**config.mk**
```make
export PLATFORM = sky130hd
export DESIGN_NAME = timed_event_table_unit
export DESIGN_NICKNAME = d
export VERILOG_FILES = /design/src/hw/rtl/tet_pkg.sv /design/src/hw/rtl/tet_cell.sv /design/src/hw/rtl/tet_proc.sv /design/src/hw/rtl/timed_event_table_unit.sv
export SDC_FILE = /design/constraint.sdc
export NUM_CORES = 2
export LEC_CHECK = 0
export ABC_AREA = 1
export BUFFER_PORTS_ARGS = -buffer_cell sky130_fd_sc_hd__buf_2
export CAP_MARGIN = 10
export CORE_MARGIN = 3
export CORE_UTILIZATION = 45
export CTS_CLUSTER_DIAMETER = 150
export DETAILED_ROUTE_END_ITERATION = 8
export GPL_ROUTABILITY_DRIVEN = 0
export PLACE_DENSITY = 0.62
export SKIP_CTS_REPAIR_TIMING = 1
export SLEW_MARGIN = 20
export SYNTH_ARGS = -nofsm -noshare
export SYNTH_HDL_FRONTEND = slang
export SYNTH_SLANG_ARGS = --single-unit
export TNS_END_PERCENT = 1
```
**constraint.sdc**
```tcl
create_clock -name clock -period 120.3 [get_ports clock]
set_input_delay 24.06 -clock clock [delete_from_list [all_inputs] [get_ports clock]]
set_output_delay 24.06 -clock clock [all_outputs]
set_load 0.02 [all_outputs]
```
**src/hw/rtl/tet_pkg.sv**
```systemverilog
// ----------------------------------------------------------------------------
// Timed event table package
// Shared sizes, entry record, operation codes and the saturating time add.
// ----------------------------------------------------------------------------
package tet_pkg;

   localparam int ENTRIES    = 16;
   localparam int MAX_RES    = 16;
   localparam int TIME_W     = 32;
   localparam int ID_W       = 32;
   localparam int STEP_W     = (ENTRIES > 1) ? $clog2(ENTRIES) : 1;
   localparam int CNT_W      = $clog2(ENTRIES + 1);
   localparam int FCNT_W     = $clog2(MAX_RES + 1);
   localparam int REQ_DATA_W = 3 * TIME_W;
   localparam int RSP_USED_W = 1 + ID_W + ID_W + TIME_W + 1;
   localparam int RSP_DATA_W = ((RSP_USED_W + 7) / 8) * 8;
   localparam int RSP_PAD_W  = RSP_DATA_W - RSP_USED_W;

   typedef enum logic [1:0] {
      OP_ADD_REPEAT = 2'd0,
      OP_ADD_ONCE   = 2'd1,
      OP_CANCEL     = 2'd2,
      OP_TICK       = 2'd3
   } op_type;

   typedef struct packed {
      logic              used;
      logic              mark;      // fired in this tick, result still owed
      logic              repeats;
      logic [ID_W-1:0]   id;
      logic [TIME_W-1:0] deadline;
      logic [TIME_W-1:0] period;
   } entry_type;

   typedef struct packed {
      logic   emit;
      op_type op;
      logic   fire_ok;
   } proc_ctrl_type;

   function automatic logic [TIME_W-1:0] sat_add(input logic [TIME_W-1:0] a,
                                                 input logic [TIME_W-1:0] b);
      logic [TIME_W:0] s;
      s = {1'b0, a} + {1'b0, b};
      return s[TIME_W] ? {TIME_W{1'b1}} : s[TIME_W-1:0];
   endfunction

endpackage

```
**src/hw/rtl/tet_cell.sv**
```systemverilog
// ----------------------------------------------------------------------------
// Timed event table cell
// One entry of the ring; loads its neighbor's entry on every shift.
// ----------------------------------------------------------------------------
module tet_cell (
   input  logic               clock,
   input  logic               reset,
   input  logic               shift,
   input  tet_pkg::entry_type entry_in,
   output tet_pkg::entry_type entry_out
);
   import tet_pkg::*;

   entry_type entry_ff;

   always_ff @(posedge clock) begin
      if (reset) begin
         entry_ff.used <= 1'b0;
         entry_ff.mark <= 1'b0;
      end else if (shift) begin
         entry_ff <= entry_in;
      end
   end

   assign entry_out = entry_ff;

endmodule

```
**src/hw/rtl/tet_proc.sv**
```systemverilog
// ----------------------------------------------------------------------------
// Timed event table entry processor
// Sits between the head and the tail of the ring and applies the current
// request to each entry as it goes by.
// ----------------------------------------------------------------------------
module tet_proc (
   input  tet_pkg::proc_ctrl_type          ctrl,
   input  logic [tet_pkg::TIME_W-1:0]      now,
   input  logic [tet_pkg::TIME_W-1:0]      base,
   input  logic [tet_pkg::ID_W-1:0]        cancel_id,
   input  tet_pkg::entry_type              head,
   input  tet_pkg::entry_type              carry,
   input  logic                            carry_valid,
   output tet_pkg::entry_type              tail,
   output tet_pkg::entry_type              carry_next,
   output logic                            carry_valid_next,
   output logic                            fire
);
   import tet_pkg::*;

   always_comb begin
      tail             = head;
      carry_next       = carry;
      carry_valid_next = carry_valid;
      fire             = 1'b0;
      if (ctrl.emit) begin
         tail.mark = 1'b0;
      end else begin
         case (ctrl.op)
            OP_ADD_REPEAT, OP_ADD_ONCE: begin
               // new entry goes in front; older ones slide back until a hole
               if (carry_valid) begin
                  tail = carry;
                  if (head.used) begin
                     carry_next = head;
                  end else begin
                     carry_valid_next = 1'b0;
                  end
               end
            end
            OP_CANCEL: begin
               if (head.used && head.id == cancel_id) begin
                  tail.used = 1'b0;
               end
            end
            OP_TICK: begin
               if (head.used && head.deadline <= now && ctrl.fire_ok) begin
                  fire      = 1'b1;
                  tail.mark = 1'b1;
                  if (head.repeats) begin
                     tail.deadline = sat_add(base, head.period);
                  end else begin
                     tail.used = 1'b0;
                  end
               end
            end
            default: begin
            end
         endcase
      end
   end

endmodule

```
**src/hw/rtl/timed_event_table_unit.sv**
```systemverilog
// ----------------------------------------------------------------------------
// Timed event table unit
// Holds timed events in a ring of cells kept newest first; adds, cancels
// and fires them and reports the earliest pending deadline.
// ----------------------------------------------------------------------------
// One request at a time. Every request rotates the ring of ENTRIES cells once
// through the entry processor, then gives its result. A tick that fires adds a
// second rotation that hands out the fired ids newest first, and that rotation
// waits while the result side stalls.
// After reset the table is empty and ready at once.
module timed_event_table_unit (
   input  logic                              clock,
   input  logic                              reset,
   input  logic                              req_tvalid,
   output logic                              req_tready,
   input  logic [tet_pkg::REQ_DATA_W-1:0]    req_tdata,  // now, interval, cancel_id
   input  logic [1:0]                        req_tuser,  // op
   output logic                              rsp_tvalid,
   input  logic                              rsp_tready,
   output logic [tet_pkg::RSP_DATA_W-1:0]    rsp_tdata,  // status, new_id, fired_id,
                                                         // next_deadline, next_valid
   output logic                              rsp_tuser,  // fired
   output logic                              rsp_tlast   // last
);
   import tet_pkg::*;

   typedef enum logic [3:0] {
      S_IDLE = 4'b0001,
      S_SCAN = 4'b0010,
      S_EMIT = 4'b0100,
      S_DONE = 4'b1000
   } state_type;

   state_type         state_ff, state_in;
   op_type            op_ff, op_in;
   logic [TIME_W-1:0] now_ff, now_in;
   logic [ID_W-1:0]   cancel_id_ff, cancel_id_in;
   entry_type         carry_ff, carry_in;
   logic              carry_valid_ff, carry_valid_in;
   logic [STEP_W-1:0] step_ff, step_in;
   logic [FCNT_W-1:0] fcnt_ff, fcnt_in;
   logic [CNT_W-1:0]  cnt_acc_ff, cnt_acc_in;
   logic [TIME_W-1:0] min_ff, min_in;
   logic              min_valid_ff, min_valid_in;
   logic [CNT_W-1:0]  count_ff, count_in;
   logic [TIME_W-1:0] earliest_ff, earliest_in;
   logic              earliest_valid_ff, earliest_valid_in;
   logic [ID_W-1:0]   id_counter_ff, id_counter_in;
   logic              status_ff, status_in;
   logic [ID_W-1:0]   new_id_ff, new_id_in;

   logic              rsp_valid_ff, rsp_valid_in;
   logic              rsp_status_ff, rsp_status_in;
   logic [ID_W-1:0]   rsp_new_id_ff, rsp_new_id_in;
   logic              rsp_fired_ff, rsp_fired_in;
   logic [ID_W-1:0]   rsp_fired_id_ff, rsp_fired_id_in;
   logic              rsp_last_ff, rsp_last_in;
   logic [TIME_W-1:0] rsp_deadline_ff, rsp_deadline_in;
   logic              rsp_next_valid_ff, rsp_next_valid_in;

   entry_type         cell_q [ENTRIES];
   entry_type         head, tail, carry_next;
   logic              carry_valid_next, fire;
   proc_ctrl_type     ctrl;
   logic              shift, step_last, out_free, req_accept;

   op_type            r_op;
   logic [TIME_W-1:0] r_now, r_interval;
   logic [ID_W-1:0]   r_cancel_id;
   logic              r_add, full;

   logic              scan_take, scan_min_valid;
   logic [TIME_W-1:0] scan_min;
   logic [CNT_W-1:0]  scan_cnt;
   logic [FCNT_W-1:0] scan_fcnt;

   // ring: cell 0 is the head (newest), the processor feeds the last cell
   for (genvar i = 0; i < ENTRIES; i++) begin : g_cell
      entry_type next_entry;
      if (i == ENTRIES - 1) begin : g_tail
         assign next_entry = tail;
      end else begin : g_link
         assign next_entry = cell_q[i+1];
      end
      tet_cell u_cell (
         .clock     (clock),
         .reset     (reset),
         .shift     (shift),
         .entry_in  (next_entry),
         .entry_out (cell_q[i])
      );
   end

   assign head         = cell_q[0];
   assign ctrl.emit    = (state_ff == S_EMIT);
   assign ctrl.op      = op_ff;
   assign ctrl.fire_ok = (fcnt_ff < FCNT_W'(MAX_RES));

   tet_proc u_proc (
      .ctrl             (ctrl),
      .now              (now_ff),
      .base             (earliest_ff),
      .cancel_id        (cancel_id_ff),
      .head             (head),
      .carry            (carry_ff),
      .carry_valid      (carry_valid_ff),
      .tail             (tail),
      .carry_next       (carry_next),
      .carry_valid_next (carry_valid_next),
      .fire             (fire)
   );

   assign r_now       = req_tdata[TIME_W-1:0];
   assign r_interval  = req_tdata[2*TIME_W-1:TIME_W];
   assign r_cancel_id = req_tdata[2*TIME_W+ID_W-1:2*TIME_W];
   assign r_op        = op_type'(req_tuser);
   assign r_add       = (r_op == OP_ADD_REPEAT) || (r_op == OP_ADD_ONCE);
   assign full        = (count_ff == CNT_W'(ENTRIES));

   assign req_tready  = (state_ff == S_IDLE);
   assign req_accept  = req_tvalid && req_tready;
   assign out_free    = !rsp_valid_ff || rsp_tready;
   assign step_last   = (step_ff == STEP_W'(ENTRIES - 1));
   assign shift       = (state_ff == S_SCAN) ||
                        ((state_ff == S_EMIT) && (!head.mark || out_free));

   // running minimum and fill count over the entries written back
   assign scan_take      = tail.used && (!min_valid_ff || tail.deadline < min_ff);
   assign scan_min       = scan_take ? tail.deadline : min_ff;
   assign scan_min_valid = min_valid_ff || tail.used;
   assign scan_cnt       = cnt_acc_ff + CNT_W'(tail.used);
   assign scan_fcnt      = fcnt_ff + FCNT_W'(fire);

   always_comb begin
      state_in          = state_ff;
      op_in             = op_ff;
      now_in            = now_ff;
      cancel_id_in      = cancel_id_ff;
      carry_in          = carry_ff;
      carry_valid_in    = carry_valid_ff;
      step_in           = step_ff;
      fcnt_in           = fcnt_ff;
      cnt_acc_in        = cnt_acc_ff;
      min_in            = min_ff;
      min_valid_in      = min_valid_ff;
      count_in          = count_ff;
      earliest_in       = earliest_ff;
      earliest_valid_in = earliest_valid_ff;
      id_counter_in     = id_counter_ff;
      status_in         = status_ff;
      new_id_in         = new_id_ff;
      rsp_valid_in      = rsp_valid_ff && !rsp_tready;
      rsp_status_in     = rsp_status_ff;
      rsp_new_id_in     = rsp_new_id_ff;
      rsp_fired_in      = rsp_fired_ff;
      rsp_fired_id_in   = rsp_fired_id_ff;
      rsp_last_in       = rsp_last_ff;
      rsp_deadline_in   = rsp_deadline_ff;
      rsp_next_valid_in = rsp_next_valid_ff;

      case (state_ff)
         S_IDLE: begin
            if (req_accept) begin
               op_in            = r_op;
               now_in           = r_now;
               cancel_id_in     = r_cancel_id;
               carry_in.used     = 1'b1;
               carry_in.mark     = 1'b0;
               carry_in.repeats  = (r_op == OP_ADD_REPEAT);
               carry_in.id       = id_counter_ff;
               carry_in.deadline = sat_add(r_now, r_interval);
               carry_in.period   = r_interval;
               carry_valid_in   = r_add && !full;
               status_in        = r_add && full;
               new_id_in        = (r_add && !full) ? id_counter_ff : '0;
               if (r_add && !full) begin
                  id_counter_in = id_counter_ff + ID_W'(1);
               end
               step_in      = '0;
               fcnt_in      = '0;
               cnt_acc_in   = '0;
               min_in       = '0;
               min_valid_in = 1'b0;
               state_in     = S_SCAN;
            end
         end
         S_SCAN: begin
            carry_in       = carry_next;
            carry_valid_in = carry_valid_next;
            fcnt_in        = scan_fcnt;
            cnt_acc_in     = scan_cnt;
            min_in         = scan_min;
            min_valid_in   = scan_min_valid;
            step_in        = step_ff + STEP_W'(1);
            if (step_last) begin
               step_in           = '0;
               count_in          = scan_cnt;
               earliest_in       = scan_min;
               earliest_valid_in = scan_min_valid;
               state_in          = (scan_fcnt != '0) ? S_EMIT : S_DONE;
            end
         end
         S_EMIT: begin
            if (shift) begin
               step_in = step_ff + STEP_W'(1);
               if (head.mark) begin
                  rsp_valid_in      = 1'b1;
                  rsp_status_in     = status_ff;
                  rsp_new_id_in     = new_id_ff;
                  rsp_fired_in      = 1'b1;
                  rsp_fired_id_in   = head.id;
                  rsp_last_in       = (fcnt_ff == FCNT_W'(1));
                  rsp_deadline_in   = earliest_ff;
                  rsp_next_valid_in = earliest_valid_ff;
                  fcnt_in           = fcnt_ff - FCNT_W'(1);
               end
               if (step_last) begin
                  step_in  = '0;
                  state_in = S_IDLE;
               end
            end
         end
         S_DONE: begin
            if (out_free) begin
               rsp_valid_in      = 1'b1;
               rsp_status_in     = status_ff;
               rsp_new_id_in     = new_id_ff;
               rsp_fired_in      = 1'b0;
               rsp_fired_id_in   = '0;
               rsp_last_in       = 1'b1;
               rsp_deadline_in   = earliest_ff;
               rsp_next_valid_in = earliest_valid_ff;
               state_in          = S_IDLE;
            end
         end
         default: begin
            state_in = S_IDLE;
         end
      endcase
   end

   always_ff @(posedge clock) begin
      if (reset) begin
         state_ff          <= S_IDLE;
         carry_valid_ff    <= 1'b0;
         step_ff           <= '0;
         fcnt_ff           <= '0;
         count_ff          <= '0;
         earliest_ff       <= '0;
         earliest_valid_ff <= 1'b0;
         id_counter_ff     <= '0;
         rsp_valid_ff      <= 1'b0;
      end else begin
         state_ff          <= state_in;
         carry_valid_ff    <= carry_valid_in;
         step_ff           <= step_in;
         fcnt_ff           <= fcnt_in;
         count_ff          <= count_in;
         earliest_ff       <= earliest_in;
         earliest_valid_ff <= earliest_valid_in;
         id_counter_ff     <= id_counter_in;
         rsp_valid_ff      <= rsp_valid_in;
      end
      op_ff             <= op_in;
      now_ff            <= now_in;
      cancel_id_ff      <= cancel_id_in;
      carry_ff          <= carry_in;
      cnt_acc_ff        <= cnt_acc_in;
      min_ff            <= min_in;
      min_valid_ff      <= min_valid_in;
      status_ff         <= status_in;
      new_id_ff         <= new_id_in;
      rsp_status_ff     <= rsp_status_in;
      rsp_new_id_ff     <= rsp_new_id_in;
      rsp_fired_ff      <= rsp_fired_in;
      rsp_fired_id_ff   <= rsp_fired_id_in;
      rsp_last_ff       <= rsp_last_in;
      rsp_deadline_ff   <= rsp_deadline_in;
      rsp_next_valid_ff <= rsp_next_valid_in;
   end

   assign rsp_tvalid = rsp_valid_ff;
   assign rsp_tdata  = {{RSP_PAD_W{1'b0}}, rsp_next_valid_ff, rsp_deadline_ff,
                        rsp_fired_id_ff, rsp_new_id_ff, rsp_status_ff};
   assign rsp_tuser  = rsp_fired_ff;
   assign rsp_tlast  = rsp_last_ff;

   a_count_range: assert property (@(posedge clock) disable iff (reset)
      count_ff <= CNT_W'(ENTRIES))
      else $error("entry count beyond table size");

   a_earliest_matches_fill: assert property (@(posedge clock) disable iff (reset)
      (state_ff == S_IDLE) |-> (earliest_valid_ff == (count_ff != '0)))
      else $error("earliest valid flag disagrees with fill count");

   a_emit_drains: assert property (@(posedge clock) disable iff (reset)
      ((state_ff == S_EMIT) && shift && step_last) |-> (fcnt_in == '0))
      else $error("fired results left over at end of emit pass");

   a_empty_deadline_zero: assert property (@(posedge clock) disable iff (reset)
      rsp_valid_ff |-> (rsp_next_valid_ff || rsp_deadline_ff == '0))
      else $error("nonzero deadline reported for empty table");

endmodule
```
## Word-level counts from Yosys, hierarchy flattened

Cells that the tools add are included.

- Multiplexer cells: 84
- Reductions and logical operators: 38
- Equal/unequal tests: 22
- Bitwise logic cells: 1
- Add/sub/neg operators: 7
- Magnitude comparators: 3

Operators with widths:

| cell | number |
|---|---|
| $mux W99 | 6 |
| $mux W32 | 16 |
| $pmux W32 S2 | 5 |
| $pmux W99 S2 | 1 |
| $mux W97 | 1 |
| $add A32 B32 Y33 | 2 |
| $mux W4 | 9 |
| $mux W33 | 1 |
| $add A32 B1 Y32 const B | 1 |
| $eq A32 B32 Y1 | 1 |
| $le A32 B32 Y1 | 1 |
| $lt A32 B32 Y1 | 1 |
| $mux W1 | 28 |
| $pmux W1 S2 | 8 |
| $pmux W4 S4 | 1 |
| $mux W5 | 3 |
| $pmux W5 S3 | 1 |
| $ne A2 B1 Y1 const B | 6 |
| $pmux W4 S3 | 1 |
| $reduce_and A4 Y1 | 3 |
| $add A5 B1 Y5 | 2 |
| $pmux W5 S2 | 1 |
| $logic_and A1 B1 Y1 | 9 |
| $eq A4 B4 Y1 const B | 2 |
| 25 further kinds | 45 |

- Input port bits: 102
- Flip-flop bits (word level): 2005
- Output and inout port bits: 108
- Logic and storage cells: 281

## Logic depth before layout (Yosys ltp)

- Depth after elaboration: 11
- Mapped depth: 41
- Mapped depth without buffers: 39

## By module

Synthesis repeated with hierarchy kept, for this count alone.

- Cell total of the unflattened synthesis: 5070
- Area total of the unflattened synthesis: 74154.9 µm²

Modules (own cells, without submodules):

| module | cells an instance | seq. area each (µm²) | area an instance (µm²) | instances |
|---|---|---|---|---|
| tet_cell | 112 | 2952.8 | 3001.6 | 16 |
| timed_event_table_unit | 1909 | 11791.3 | 19291.0 | 1 |
| tet_proc | 1369 | 0.0 | 6837.8 | 1 |

## Worst setup path before layout

No wires, ideal clock.

- Path type: input port to flip-flop
- From: in rsp_tready
- To: reg g_cell[0].u_cell.entry_ff (netlist bit g_cell[0].u_cell.entry_out[0]), enable pin
- Required time: 116.772 ns
- Slack: 27.999 ns
- Arrival: 88.774 ns
- Stages: 7
- Setup time: 3.528 ns
- Buffers on the path: 1
- Path through: nor2_1 > nand2_1 > nand2_1 > nand2_1 > inv_1 > clkbuf_1 > nor2_1

- Word-level cells in the longest chain between the ends: 5

Ends and longest elaborated chain:

| what | RTL line | RTL |
|---|---|---|
| start, declared | timed_event_table_unit.sv:19 | `input logic rsp_tready,` |
| $logic_or A1 B1 Y1 | timed_event_table_unit.sv:122 | `assign out_free = !rsp_valid_ff \|\| rsp_tready;` |
| $logic_or A1 B1 Y1 | timed_event_table_unit.sv:125 | `((state_ff == S_EMIT) && (!head.mark \|\| out_free));` |
| $logic_and A1 B1 Y1 | timed_event_table_unit.sv:125 |  |
| $logic_or A1 B1 Y1 | timed_event_table_unit.sv:124 | `assign shift = (state_ff == S_SCAN) \|\|` |
| $reduce_and A2 Y1 (no source line) | -- |  |
| end signal, assigned | tet_cell.sv:21 | `entry_ff <= entry_in;` |
| end, declared | tet_cell.sv:14 | `entry_type entry_ff;` |

No other way between the ends.
A chain may end at the register's enable or synchronous reset.

## Final worst setup path

- From: in rsp_tready
- To: reg g_cell[11].u_cell.entry_ff (netlist bit g_cell[11].u_cell.entry_out[0]), enable pin

- Word-level cells in the longest chain between the ends: 5

Ends and longest elaborated chain:

| what | RTL line |
|---|---|
| $logic_or A1 B1 Y1 | timed_event_table_unit.sv:122 |
| $logic_or A1 B1 Y1 | timed_event_table_unit.sv:125 |
| $logic_and A1 B1 Y1 | timed_event_table_unit.sv:125 |
| $logic_or A1 B1 Y1 | timed_event_table_unit.sv:124 |
| $reduce_and A2 Y1 (no source line) | -- |
| end signal, assigned | tet_cell.sv:21 |
| end, declared | tet_cell.sv:14 |

No other way between the ends.

==> results <==
- The run finished with clean final reports.
- The fraction of synthesis flops using an asynchronous set or reset pin is 0%.
- The height of the die is roughly 400 microns.
- The required time at the endpoint of the critical path is 120.73 ns.
- The number of endpoints failing setup at the final stage is 0.
- Across the run, the number of max-cap violations was 0.
- The remaining max-slew budget at the tightest pin is 25.09%.
- The kind of end point of the critical path is a flip-flop.
- Ranked by instance count, the synthesized netlist is headed by edfxtp_1, nand2_1, nor2_1.
- Dividing the synthesized area by the synthesized cell count gives 16.44 sq um.
- The worst slack at placement is 88.72 ns.
- Summing all placed instances gives a cell area of between 70000 and 80000 sq um.
- The via count of the first global-routing pass is 33269.
- The synthesized netlist contains 65 unique library cells.
- CTS built an H-tree with a depth of 4.
- Synthesis handed over a netlist of 4342 instances.
- The clock root buffer master is clkbuf_16.
- Yosys printed 0 warnings.
- The clock latency at the later pin of the worst-skew pair is 0.83 ns.
- The clock arrives with 0.04466 ns of skew.
- The total negative slack for setup checks is 0 ns.
- The starting density of the core is 45.49%.
- Buffers placed on the I/O ports in this run total about 200.
- The overall die area is 163400 sq um.
- The first detailed-routing pass took 6 iterations.
- At the end of the flow, the number of nets in the layout was 4904.
- The largest fanout on the critical path is 196.
- For the pin with the worst max-slew slack, the measured transition is 1.124 ns.
- The synthesis-stage register bit count is roughly 2000.
- The detailed router placed ~35000 vias in this run.
- Pin placement for this block handled 210 I/O pins.
- STA classifies the critical path startpoint as a primary input.
- The largest vdd supply drop is about 0.015 mV.
- In the synthesized netlist the dominant register cell turns out to be edfxtp_1.
- The final count of pins violating max slew is 0.
- After legalization and detailed placement, the total HPWL measured around 85000 microns.
- The synthesized netlist occupies a cell area of 71380 sq um.
- The total routing usage reported by global routing is 16.29%.
- The layout has ~13000 filler cells.
- The first global-routing pass estimated 201000 microns of wire.
- The chip width is between 400 and 500 microns.
- The routed length per instance is 19.44 microns.
- Dividing the detail-routed via count by the number of cells gives a little over 5.
- The count of flip-flops with a built-in enable after synthesis is 1887.
- The post-synthesis sequential area ratio is 82.66%.
- The peak clock frequency supported by timing is 0.03295 GHz.
- Of all cell types, the one taking the most synthesized area is edfxtp_1.
- Setup repair after global routing left no endpoint under its margin.
- The most common cell in the synthesized netlist is edfxtp_1.
- The worst-case clock buffer depth is 3.
- Wires add up to 134100 microns.
- Counting every sink on the clock net gives around 2000.
- In this run the power density over the cells is 20.65 nW/um^2.
- The core region is 156900 sq um.
- The design draws 1.680 mW.
- By area the synthesized netlist is led by edfxtp_1, dfxtp_1, ha_1.
- The final setup slack of the worst path is 89.95 ns.
- The critical path is of the primary input to flip-flop type.
- The detail route stage leaves a number of antenna-violating nets equal to 0.
- Relative to the synthesized area, the layout overhead comes to 13.95%.
- The total congestion overflow is 0.
- The DRC violations left is 0.
- The number of antenna violations at the first check in global routing is 4.
- The violation count after the first detailed-routing iteration is 3801.
- The worst hold slack after final layout is 0.3840 ns.
- Summing all non-filler instances in the final layout gives an area of 81340 sq um.
- Summed over all cells, the static leakage comes to between 20 and 30 nW.
- The area share of the largest cell type after synthesis is 79.38%.
- The floorplan has approximately 150 rows.
- TritonCTS built the clock tree.
- The ratio of cells with drive above 1 in the final layout is 13.21%.
- The type of the worst min-delay path is flip-flop to flip-flop.
- The clock-pin slew on the worst setup and hold paths is 0.06 ns.
- For the finished layout, the period the worst path requires is 30.35 ns.
- The hold violation total from the final report is 0.
- Entering global routing, the biggest net connects 205 pins.
- In this run, CTS created clock tree buffers numbering 194.
- Data arrives at the worst endpoint at ~31 ns.
- The worst path uses 25.23% of the clock period.
[sequential cells by signal (all words and copies together) (netlist names), 5 cells and up]
register	cells
now_ff	32
fcnt_ff	5
new_id_ff	32
cnt_acc_ff	5
min_ff	32
earliest_ff	32
g_cell.u_cell.entry_out	1584
id_counter_ff	32
rsp_new_id_ff	32
carry_ff	98
cancel_id_ff	32
count_ff	5
rsp_fired_id_ff	32
rsp_deadline_ff	32
[per-stage QoR]
| step | utilization, % | cells |
|---|---|---|
| 6_report | 51.83 | 6897 |
| 5_1_grt | 51.83 | 6894 |
| 4_1_cts | 51.82 | 6894 |
| 3_5_place_dp | 47.65 | 6527 |
| 3_3_place_gp | 47.65 | 6527 |
| 2_1_floorplan | - | 4347 |
[placed cells by master (no fill, tap or decap), drive strengths merged, types with 117 or more instances in the layout]
cell       n
clkbuf   242
ha       135
dfxtp    117
edfxtp  1887
o21ai    214
nor2     378
inv      372
buf      236
a21oi    241
nand2    443
[worst max-delay path: stages]
cell,delay [ns]
buf_2,0.08
nor2_1,0.12
nand2_1,0.09
nand2_1,0.05
nand2_1,0.64
inv_1,0.69
nor2_4,0.67
buf_12,0.75
buf_12,0.73
buf_4,0.93
buf_4,0.90
buf_6,0.70
[power by group]
group	internal [mW]	total (mW)	switching (mW)	leakage [nW]
Clock	0.350	0.607	0.258	3.16
Sequential	0.868	0.895	0.0269	18.0
Combinational	0.0441	0.178	0.134	7.09
[area by class of cell]
cell class	count	area, sq um	area share [%]
inverters	367	1385	1.703
clock buffers	242	5095	6.264
multi-input cells	1862	10510	12.93
diodes	3	7.507	0.009229
well taps	2058	2575	3.166
flip-flops and latches	2004	59010	72.55
clock inverters	125	1439	1.769
repair buffers	236	1316	1.618
[routing by layer]
metal  vias to the layer above  routed length, microns  share of wire [%]  global-route usage (%)
met5                         -                       0                  0                       0
met4                         0                    4769                3.6                   6.350
met3                       276                    8157                6.1                   3.195
met2                      1047                   57020                 43                   22.44
met1                     17309                   64160                 48                   25.44
li1                      16509                       -                  -                       -
[final timing paths]
check | startpoint | endpoint | slack (ns) | cells after the start
max | rsp_tready | g_cell[11].u_cell.entry_out[0] | 89.95 | 12
min reg2reg | g_cell[4].u_cell.entry_out[68] | g_cell[3].u_cell.entry_out[68] | 0.38 | 0
max reg2reg | state_ff[3] | g_cell[11].u_cell.entry_out[0] | 112.01 | 11
min | g_cell[4].u_cell.entry_out[68] | g_cell[3].u_cell.entry_out[68] | 0.38 | 0
[logic make-up after synthesis]
kind of cell | Yosys count | synth area share [%]
AND/OR/NAND/NOR | 1023 | 6.387
XOR/XNOR | 69 | 0.8466
multiplexers | 1 | 0.01577
AO/OA/AOI/OAI | 626 | 4.971
buffers and inverters | 481 | 2.687
flip-flops | 2004 | 82.66
adder cells (fa/ha/maj) | 137 | 2.422
other | 1 | 0.005254
Power figures use the tool's default switching activity.
